<file path="config.mk">
export PLATFORM = sky130hd
export DESIGN_NAME = otr_cmd_queue
export DESIGN_NICKNAME = d
export VERILOG_FILES = /design/src/rtl/otr_pkg.sv /design/src/rtl/otr_cmd_queue.sv
export SDC_FILE = /design/constraint.sdc
export NUM_CORES = 1
export LEC_CHECK = 0
export ABC_AREA = 1
export BUFFER_PORTS_ARGS = -buffer_cell sky130_fd_sc_hd__buf_2
export CORE_MARGIN = 5
export CORE_UTILIZATION = 31
export CTS_CLUSTER_DIAMETER = 50
export CTS_CLUSTER_SIZE = 12
export DETAILED_ROUTE_END_ITERATION = 8
export PLACE_DENSITY_LB_ADDON = 0.08
export SYNTH_ARGS = -nofsm -noshare
export SYNTH_HDL_FRONTEND = slang
export SYNTH_SLANG_ARGS = --single-unit
</file>
<file path="constraint.sdc">
create_clock -name clk -period 53.3 [get_ports clk]
set_input_delay 10.66 -clock clk [delete_from_list [all_inputs] [get_ports clk]]
set_output_delay 10.66 -clock clk [all_outputs]
set_load 0.05 [all_outputs]
</file>
<file path="src/rtl/otr_pkg.sv">
package otr_pkg;

  // Ring depth is a power of two: slots are the low bits of the counters.
  localparam int RING_DEPTH = 256;
  localparam int MAX_DRAIN  = 64;
  localparam int ADDR_W     = $clog2(RING_DEPTH);
  localparam int CNT_W      = 32;
  localparam int SEQ_W      = 64;
  localparam int LIM_W      = 7;
  localparam int PID_W      = 31;
  localparam int CODE_W     = 16;
  localparam int ARG_W      = 64;

  typedef enum logic [1:0] {
    KIND_EMIT    = 2'd0,
    KIND_DRAIN   = 2'd1,
    KIND_DISCARD = 2'd2,
    KIND_NOP     = 2'd3
  } kind_t;

  typedef struct packed {
    logic [CODE_W-1:0] type_code;
    logic [CODE_W-1:0] subsystem;
    logic [PID_W-1:0]  pid;
    logic [ARG_W-1:0]  a;
    logic [ARG_W-1:0]  b;
    logic [ARG_W-1:0]  c;
    logic [ARG_W-1:0]  d;
  } event_t;

  typedef struct packed {
    kind_t            kind;
    logic [LIM_W-1:0] limit;
    event_t           ev;
  } cmd_t;

  typedef struct packed {
    logic [SEQ_W-1:0] seq;
    event_t           ev;
  } entry_t;

  typedef struct packed {
    logic   has_event;
    entry_t ent;
    logic   pending;
    logic   last;
  } row_t;

  typedef struct packed {
    logic             enable;
    logic             draining;
    logic [CNT_W-1:0] unread;
  } status_t;

  typedef enum logic {
    B_IDLE  = 1'b0,
    B_DRAIN = 1'b1
  } back_state_t;

endpackage

</file>
<file path="src/rtl/otr_cmd_queue.sv">
module otr_cmd_queue (
  input  logic          clk,
  input  logic          rst,
  input  logic          push_valid,
  output logic          push_ready,
  input  otr_pkg::cmd_t push_cmd,
  output logic          pop_valid,
  input  logic          pop_ready,
  output otr_pkg::cmd_t pop_cmd
);

  otr_pkg::cmd_t slots [2];
  logic          wr_ptr;
  logic          rd_ptr;
  logic [1:0]    count;
  logic          push;
  logic          pop;

  assign push_ready = (count != 2'd2);
  assign pop_valid  = (count != 2'd0);
  assign pop_cmd    = slots[rd_ptr];
  assign push       = push_valid && push_ready;
  assign pop        = pop_valid && pop_ready;

  always_ff @(posedge clk) begin
    if (rst) begin
      wr_ptr <= 1'b0;
      rd_ptr <= 1'b0;
      count  <= 2'd0;
    end else begin
      if (push) begin
        wr_ptr <= !wr_ptr;
      end
      if (pop) begin
        rd_ptr <= !rd_ptr;
      end
      count <= count + {1'b0, push} - {1'b0, pop};
    end
  end

  always_ff @(posedge clk) begin
    if (push) begin
      slots[wr_ptr] <= push_cmd;
    end
  end

endmodule

</file>
==> metrics.yaml <==
synthesis:
  synthTopCellsByArea: "edfxtp_1, mux2_2, clkbuf_8, dfxtp_1, buf_12"
  netlist.area_leader.share_pct: 81.64
  yosysMostFrequentCell: "edfxtp_1"
  ys_seq_area_share_pct: 82.06
  syn_inst: 1056
  synth_area_sq_um: 24130
  synth_common_cells: "edfxtp_1, mux2_2, clkbuf_8"
  synth_area_per_cell_sq_um: 22.85
  post-synth-top-area-cell: "edfxtp_1"
  synth_seq_cells: 661
  async_flop_share_pct: 0
  synth_edf_count: 656
  synth_nets: 1389
  yosysWarnings: 0
  yosysUniqueCellTypes: 14
  ys.flop_type: "edfxtp_1"
worst_hold_path:
  hold_path_depth: 2
  hp-class: "reg -> reg"
  hold_start: "rd_ptr"
pwr:
  leakage_uw: 0.01155
  power.density_nw_per_um2: 58.52
  ir_drop_mv: 0.02961
global_route:
  grt_overflow: 0
  grt_pass1_wl_microns: 89080
  grt.total_usage_pct: 14.54
  grt_max_degree: 174
  grt_pass1_vias: 13140
  grt_antenna_before_repair: 31
setup_path:
  r2r_end: "slots[0][278]"
  cp.arrival_ns: 3.72
  cp_max_fo: 76
  r2r_cells: 6
  crit-reg2reg-launch: "count[0]"
  timing.setup.critical_path_class: "reg -> out"
  worstSetupStartpointType: "register"
  cp.required_ns: 42.64
  reg2reg_setup_slack_ns: 49.51
  crit_path_end_kind: "output port"
floorplanning:
  core_area_sq_um: 77340
  start_util_pct: 31.20
  io_pins: 662
  rows: 102
  die_area_sq_um: 83510
  die_width_microns: 289.0
  die_y_microns: 289.0
final_layout:
  fin_cells: 2900
  seqCellArea_sq_um: 19800
  final_layout_size_suffix_gt1_share_pct: 61.99
  fillerInstances: 7161
  multi_input_area_sq_um: 3814
  syn_to_final_growth_pct: 30.23
  final_area_sq_um: 31420
  final_nets: 2113
route:
  avgViaCountPerCell: 4.320
  drc: 0
  wl_per_cell_microns: 22.25
  antenna_left: 0
  vias: 12530
  dr.pass1.iters: 4
  drt_iter0_drc: 649
  routed_wl_microns: 64540
sta:
  hold_viol: 0
  period_share_pct: 26.97
  tns_ns: 0
  setup_viol: 0
  relSlewSlack_pct: 20.91
  rsz0062_at_grt: "no"
  period_minus_slack_ns: 14.38
  finClkSkew_ns: 0.02954
  fin_ws_ns: 38.92
  tightest_slew_ns: 1.186
  slew_violations: 0
  max_freq_ghz: 0.06956
cts:
  clock_path_buffers: 3
  cts_root_buffer: "clkbuf_16"
  clk_latency_ns: 0.63
  postCtsHoldBufs: 0
  cts_buffers: 87
  cts_resized: 0
  cts_tree: "built"
  htreeDepth: 3
  cts_setup_buffers: 0
  cts.reportedPaths.clkPinSlew_ns: 0.06
  cts_num_sinks: 661
placed_design:
  dp_slack_ns: 39.19
  place.gp.congestion: 0.7756
  hpwl_microns: 45530
  portBuffers: 661
  dpl-instance-area_sq_um: 28370
  dp.cells: 2731
job:
  cap_violations: 0
run_status:
  status: "complete, no violations"
[final cells by class]
| cell class | count | area share, % |
|---|---|---|
| Sequential cell | 661 | 63.02 |
| Multi-Input combinational cell | 351 | 12.14 |
| Timing Repair Buffer | 671 | 10.89 |
| Clock buffer | 92 | 6.988 |
| Tap cell | 1040 | 4.141 |
| Clock inverter | 64 | 2.624 |
| Antenna cell | 13 | 0.1035 |
| Inverter | 8 | 0.09557 |
[per-layer routing]
metal	part of all wire (%)	global-route usage (%)	vias to the layer above
met4	2.2	4.009	28
met2	53	26.28	422
met1	36	15.41	6244
met5	0.27	0	-
met3	9.2	6.452	122
li1	-	-	5713
[worst max-delay path: stages, from the launching register on]
cell	delay, ns
dfxtp_4	0.68
buf_4	0.77
buf_4	0.86
mux2_2	0.43
buf_2	0.21
[report_power, final]
group | leakage, uW | internal, uW | switching [uW]
registers | 0.00617 | 661 | 19.4
clock network | 0.00144 | 364 | 230
logic | 0.00394 | 141 | 423
[how the worst max path moves through the flow]
stage / startpoint / endpoint / depth (start not counted)
after floorplan: push_valid / slots[1][0] / 2
after global placement: push_valid / slots[0][57] / 5
after detailed placement: push_valid / slots[0][307] / 5
after CTS: register / pop_cmd[242] / 4
after global routing: register / pop_cmd[241] / 4
final: register / pop_cmd[242] / 4
[state kept, by name (all words and copies together) (netlist names), named ones only]
register / cells
slots: 656
count: 2
rd_ptr: 1
wr_ptr: 1
[metrics by stage]
step           total power, uW  util, %  hold slack (ns)
3_5_place_dp              1266    36.68           0.4971
5_1_grt                   1912    40.61           0.5389
3_3_place_gp              1265    36.68           0.4749
2_1_floorplan             1170        -           0.4669
6_report                  1839    40.63           0.5099
4_1_cts                   1872    40.59           0.5141
[cells in the final DEF (no fill, tap or decap)]
cell type,instances
buf_2,661
edfxtp_1,656
mux2_2,328
clkbuf_16,87
diode_2,13
bufinv_16,12
clkinv_4,11
clkinvlp_4,10
inv_6,9
inv_1,8
nand2_1,8
clkinv_1,8
nor2_1,7
clkinv_2,7
buf_4,7
clkbuf_1,5
dfxtp_1,4
clkinv_16,3
buf_12,3
nor2_4,2
a21oi_1,2
inv_8,2
xnor2_1,1
nor3_1,1
nand3_1,1
ha_1,1
dfxtp_4,1
inv_16,1
clkinv_8,1
[logic make-up (layout without fill, tap and decap cells)]
| family | Yosys count | count (layout) | synth area share [%] |
|---|---|---|---|
| AOI/OAI and AO/OA | 2 | 2 | 0.04149 |
| xor gates and xnor gates | 1 | 1 | 0.03631 |
| adders and majority gates | 1 | 1 | 0.05185 |
| buffers and inverters | 44 | 835 | 2.199 |
| DFF | 661 | 661 | 82.06 |
| muxes | 328 | 328 | 15.31 |
| other | 0 | 13 | 0 |
| and+or+nand+nor | 19 | 19 | 0.3059 |
Power figures use the tool's default switching activity.
