### config.mk
export PLATFORM = sky130hd
export DESIGN_NAME = otr_front
export DESIGN_NICKNAME = d
export VERILOG_FILES = /design/src/rtl/otr_pkg.sv /design/src/rtl/otr_front.sv
export SDC_FILE = /design/constraint.sdc
export NUM_CORES = 1
export LEC_CHECK = 0
export ABC_AREA = 1
export BUFFER_PORTS_ARGS = -buffer_cell sky130_fd_sc_hd__buf_2
export CAP_MARGIN = 20
export CORE_AREA = 2 2 261 263
export DETAILED_ROUTE_END_ITERATION = 6
export DIE_AREA = 0 0 263 265
export PLACE_DENSITY = 0.37
export SLEW_MARGIN = 10
export SYNTH_ARGS = -nofsm -noshare
export SYNTH_HDL_FRONTEND = slang
export SYNTH_SLANG_ARGS = --single-unit
### constraint.sdc
create_clock -name clk -period 19.8 [get_ports clk]
set_clock_uncertainty 0.2 [all_clocks]
set_input_delay 0.99 -clock clk [delete_from_list [all_inputs] [get_ports clk]]
set_output_delay 0.99 -clock clk [all_outputs]
set_load 0.02 [all_outputs]
### src/rtl/otr_pkg.sv
package otr_pkg;

  // Ring depth is a power of two: slots are the low bits of the counters.
  localparam int RING_DEPTH = 256;
  localparam int MAX_DRAIN  = 64;
  localparam int ADDR_W     = $clog2(RING_DEPTH);
  localparam int CNT_W      = 32;
  localparam int SEQ_W      = 64;
  localparam int LIM_W      = 7;
  localparam int PID_W      = 31;
  localparam int CODE_W     = 16;
  localparam int ARG_W      = 64;

  typedef enum logic [1:0] {
    KIND_EMIT    = 2'd0,
    KIND_DRAIN   = 2'd1,
    KIND_DISCARD = 2'd2,
    KIND_NOP     = 2'd3
  } kind_t;

  typedef struct packed {
    logic [CODE_W-1:0] type_code;
    logic [CODE_W-1:0] subsystem;
    logic [PID_W-1:0]  pid;
    logic [ARG_W-1:0]  a;
    logic [ARG_W-1:0]  b;
    logic [ARG_W-1:0]  c;
    logic [ARG_W-1:0]  d;
  } event_t;

  typedef struct packed {
    kind_t            kind;
    logic [LIM_W-1:0] limit;
    event_t           ev;
  } cmd_t;

  typedef struct packed {
    logic [SEQ_W-1:0] seq;
    event_t           ev;
  } entry_t;

  typedef struct packed {
    logic   has_event;
    entry_t ent;
    logic   pending;
    logic   last;
  } row_t;

  typedef struct packed {
    logic             enable;
    logic             draining;
    logic [CNT_W-1:0] unread;
  } status_t;

  typedef enum logic {
    B_IDLE  = 1'b0,
    B_DRAIN = 1'b1
  } back_state_t;

endpackage

### src/rtl/otr_front.sv
module otr_front (
  input  logic                       clk,
  input  logic                       rst,
  input  logic                       in_valid,
  output logic                       in_ready,
  input  logic [1:0]                 kind,
  input  logic [otr_pkg::CODE_W-1:0] event_type,
  input  logic [otr_pkg::CODE_W-1:0] subsystem,
  input  logic [otr_pkg::PID_W-1:0]  owner_pid,
  input  logic [otr_pkg::ARG_W-1:0]  word_a,
  input  logic [otr_pkg::ARG_W-1:0]  word_b,
  input  logic [otr_pkg::ARG_W-1:0]  word_c,
  input  logic [otr_pkg::ARG_W-1:0]  word_d,
  input  logic [otr_pkg::LIM_W-1:0]  max_count,
  output logic                       cmd_valid,
  input  logic                       cmd_ready,
  output otr_pkg::cmd_t              cmd
);

  otr_pkg::cmd_t cmd_decoded;
  logic          take;

  assign in_ready  = !cmd_valid || cmd_ready;
  assign take      = in_valid && in_ready;

  always_comb begin
    cmd_decoded.kind         = otr_pkg::kind_t'(kind);
    cmd_decoded.ev.type_code = event_type;
    cmd_decoded.ev.subsystem = subsystem;
    cmd_decoded.ev.pid       = owner_pid;
    cmd_decoded.ev.a         = word_a;
    cmd_decoded.ev.b         = word_b;
    cmd_decoded.ev.c         = word_c;
    cmd_decoded.ev.d         = word_d;
    // clamp the drain length once here so the back end never sees excess
    if (max_count > otr_pkg::LIM_W'(otr_pkg::MAX_DRAIN)) begin
      cmd_decoded.limit = otr_pkg::LIM_W'(otr_pkg::MAX_DRAIN);
    end else begin
      cmd_decoded.limit = max_count;
    end
  end

  always_ff @(posedge clk) begin
    if (rst) begin
      cmd_valid <= 1'b0;
    end else if (in_ready) begin
      cmd_valid <= in_valid;
    end
  end

  always_ff @(posedge clk) begin
    if (take) begin
      cmd <= cmd_decoded;
    end
  end

endmodule

==> summary.md <==
| Metric | Value |
|---|---|
| Status | finished, final reports clean |
| Cells on worst reg2reg path | 4 |
| Overflow after GRT | 0 |
| Overall fraction of global-route tracks in use | 9.12% |
| Most frequent cells in the layout | buf_2, edfxtp_1, clkbuf_16 |
| Worst-path clk slew | 0.05 ns |
| Hold_buf cts | 0 |
| CTS Buf Count | 39 |
| Fin. Hold Viols | 0 |
| Final Routed Wirelength | 33400 um |
| Number of warnings issued by yosys | 0 |
| Stages on the worst setup path | 6 |
| Via density per instance | about 3.2 |
| Dpl hpwl | between 20000 and 30000 um |
| Clock buffer depth | 3 |
| Final Max Tran Viols | 0 |
| Layout cells sized above 1 | 67.0% |
| Die height | 265 um |
| Final #Nets | ~1400 |
| HP Class | flop to flop |
| Largest family of logic cells by synthesized area | simple AND/OR/NAND/NOR gates |
| Adder-Cell Fraction of Synth Area | 0% |
| Met1 Track Usage GR | ~9.0% |
| Clock share of power | between 40% and 50% |
| Max-cap violations | 0 |
| Drt first pass iters | 4 |
| CP bufs+invs | 5 |
| Setup TNS | 0 ns |
| Register area share after synthesis | 99.0% |
| Max Clk Rate | 241 MHz |
| Met3 usage | under 10% |
| CTS tree | yes |
| Worst setup path start | cmd_ready |
| Clk_lat worst skew | ~0.53 ns |
| Comb pwr share | 8.5% |
| CP startpoint kind | input port |
| Final Critical Period | 4.15 ns |
| Max VDD drop | a little under 80 uV |
| First-pass GRT wire length | 46500 um |
| GR Layer Usage met2 | 16.2% |
| Critical path class | input port to flop |
| Post-Syn Area per Cell | between 20 and 30 sq um |
| FF+latch count, synth | 329 |
| Tightest Pin Transition | around 1 ns |
| Core area | 66800 sq um |
| CP max stage delay | slightly above 0.8 ns |
| PostCTS Resize Cnt | 0 |
| GP Congestion | 0.736 |
| Power Dens Cells | 109 nW/um^2 |
| Most frequent CP cell | buf_4 |
| Synth Area in Compound Gates | 0.251% |
| Vias | 6269 |
| Largest net degree at the start of global routing | 75 |
| Vias in the first global route | 6954 |
| Mapped Cells | ~350 |
| Flop pwr share | between 40% and 50% |
| Syn nets | 683 |
| Leak | 6.53 nW |
| Xor/xnor share of the synthesized area | 0% |
| Final setup vio count | 0 |
| Yosys cell types | 9 |
| Initial Utilization | 14.9% |
| Net Sw Power | 0.000388 W |
| R2R Path Start | cmd_valid$_SDFFE_PP0P_ |
| Worst Setup End Kind | flop |
| RSZ-0062 raised after global routing | no |
| Worst path cell trace | buf_2 > inv_1 > a21oi_4 > buf_4 > buf_4 > buf_4 |
| CTS Root Cell | clkbuf_16 |
| I/O Buffers | between 600 and 700 |
| Post-Syn Area | 9970 sq um |
| Top Ports | between 600 and 700 |
| Area share of and/or/nand/nor cells after synthesis | 0.439% |
| Htree depth | 2 |
| DIE WIDTH | 263 um |
| Crit path max-delay family | buffers and inverters |
| Full die area | approximately 70000 sq um |
| Commonest non-fill, non-tap cell in the layout | buf_2 |
| R2R Path End | cmd[137]$_DFFE_PP_ |
| Crit Path Max Fanout | 71 |
| Switching Share | 22.5% |
| Routed Antenna Nets | 0 |
| Slowest-stage cell, CP | buf_4 |
| Std cell rows | 95 |
| DR iter-0 viols | 341 |
| Slew margin rel. | 34.8% |
| Worst path arrival time | roughly 4 ns |
| Tcrit/Tclk final | 20.9% |
| DRC | 0 |
| WL/cell | 17.0 um |
| Layout area overhead | 58.2% |
| Mux contribution to synthesized area | 0% |
| Initial antenna violation count | 11 |
| Internal power | 0.00134 W |
| Clk sinks | 329 |
| Total power | around 0.0017 W |
| Worst setup path endpoint | cmd[137]$_DFFE_PP_ |
| R2R setup slack | approximately 16 ns |
| Setup Buffers After CTS | 0 |
| Most used routing layer | met2 |
| Crit path required time | between 15 and 20 ns |
## power groups by stage
stage	clock network, W	registers [W]	logic, W
after global routing	0.000810	0.000830	0.000157
final	0.000754	0.000826	0.000146
after floorplan	0	0.000918	0.0000131
after global placement	0	0.000841	0.000150
after detailed placement	0	0.000841	0.000150
after CTS	0.000785	0.000827	0.000150
## per-stage QoR
step	hold WS, ns	instances	utilization (%)	worst slack (ns)	area, sq um
5_1_grt	0.374	1960	23.6	15.39	15800
3_3_place_gp	0.342	1889	21.6	15.08	14400
2_1_floorplan	0.505	351	-	1.73	9970
3_5_place_dp	0.339	1889	21.6	15.02	14400
4_1_cts	0.349	1959	23.6	15.63	15800
6_report	0.350	1960	23.6	15.65	15800
## final cells by class
| type | count | area, sq um |
|---|---|---|
| Timing Repair Buffer | 666 | 3350 |
| Antenna cell | 1 | 2.50 |
| Tap cell | 873 | 1090 |
| Clock buffer | 52 | 1120 |
| Clock inverter | 18 | 243 |
| Inverter | 8 | 30.0 |
| Sequential cell | 329 | 9870 |
| Fill cell | 7064 | 51000 |
| Multi-Input combinational cell | 13 | 80.1 |
## kinds of logic (layout without fill, tap and decap cells)
logic type | count (synthesis) | count (layout)
AOI/OAI and AO/OA | 5 | 5
buffers and inverters | 9 | 744
and+or+nand+nor | 8 | 8
DFF | 329 | 329
other | 0 | 1
## worst min path at each step
stage,from,end,slack (ns),cells past startpoint
2_1_floorplan,cmd_valid$_SDFFE_PP0P_,cmd_valid$_SDFFE_PP0P_,0.51,2
3_3_place_gp,cmd_valid$_SDFFE_PP0P_,cmd_valid$_SDFFE_PP0P_,0.34,2
3_5_place_dp,cmd_valid$_SDFFE_PP0P_,cmd_valid$_SDFFE_PP0P_,0.34,2
4_1_cts,cmd_valid$_SDFFE_PP0P_,cmd_valid$_SDFFE_PP0P_,0.35,2
5_1_grt,word_a[3],cmd[195]$_DFFE_PP_,0.37,1
6_report,cmd_valid$_SDFFE_PP0P_,cmd_valid$_SDFFE_PP0P_,0.35,2
## flip-flops by register name, summed over array words and instances (netlist names)
| name | flops |
|---|---|
| cmd | 328 |
| cmd_valid | 1 |
## Yosys cell counts
| master | instances | area (sq um) |
|---|---|---|
| edfxtp_1 | 328 | 9850 |
| inv_1 | 8 | 30.0 |
| a21oi_1 | 5 | 25.0 |
| nor2_1 | 3 | 11.3 |
| nor2_2 | 3 | 18.8 |
| clkbuf_1 | 1 | 3.75 |
| dfxtp_1 | 1 | 20.0 |
| nand2_1 | 1 | 3.75 |
| nand3_2 | 1 | 10.0 |
## worst min-delay path: cells and delay by family (launching register included)
family	cells	cell delay (ns)
DFF	1	0.34
and+or+nand+nor	1	0.10
AOI/OAI and AO/OA	1	0.06
## metal layers
metal  up-vias  routed length (um)  share of wire [%]
met5         -                  62               0.19
met4        10                 859                2.6
met3        62                4240                 13
met2       450               17000                 51
met1      2917               11200                 34
li1       2830                   -                  -
No activity file was read; power rests on OpenSTA's default activity.
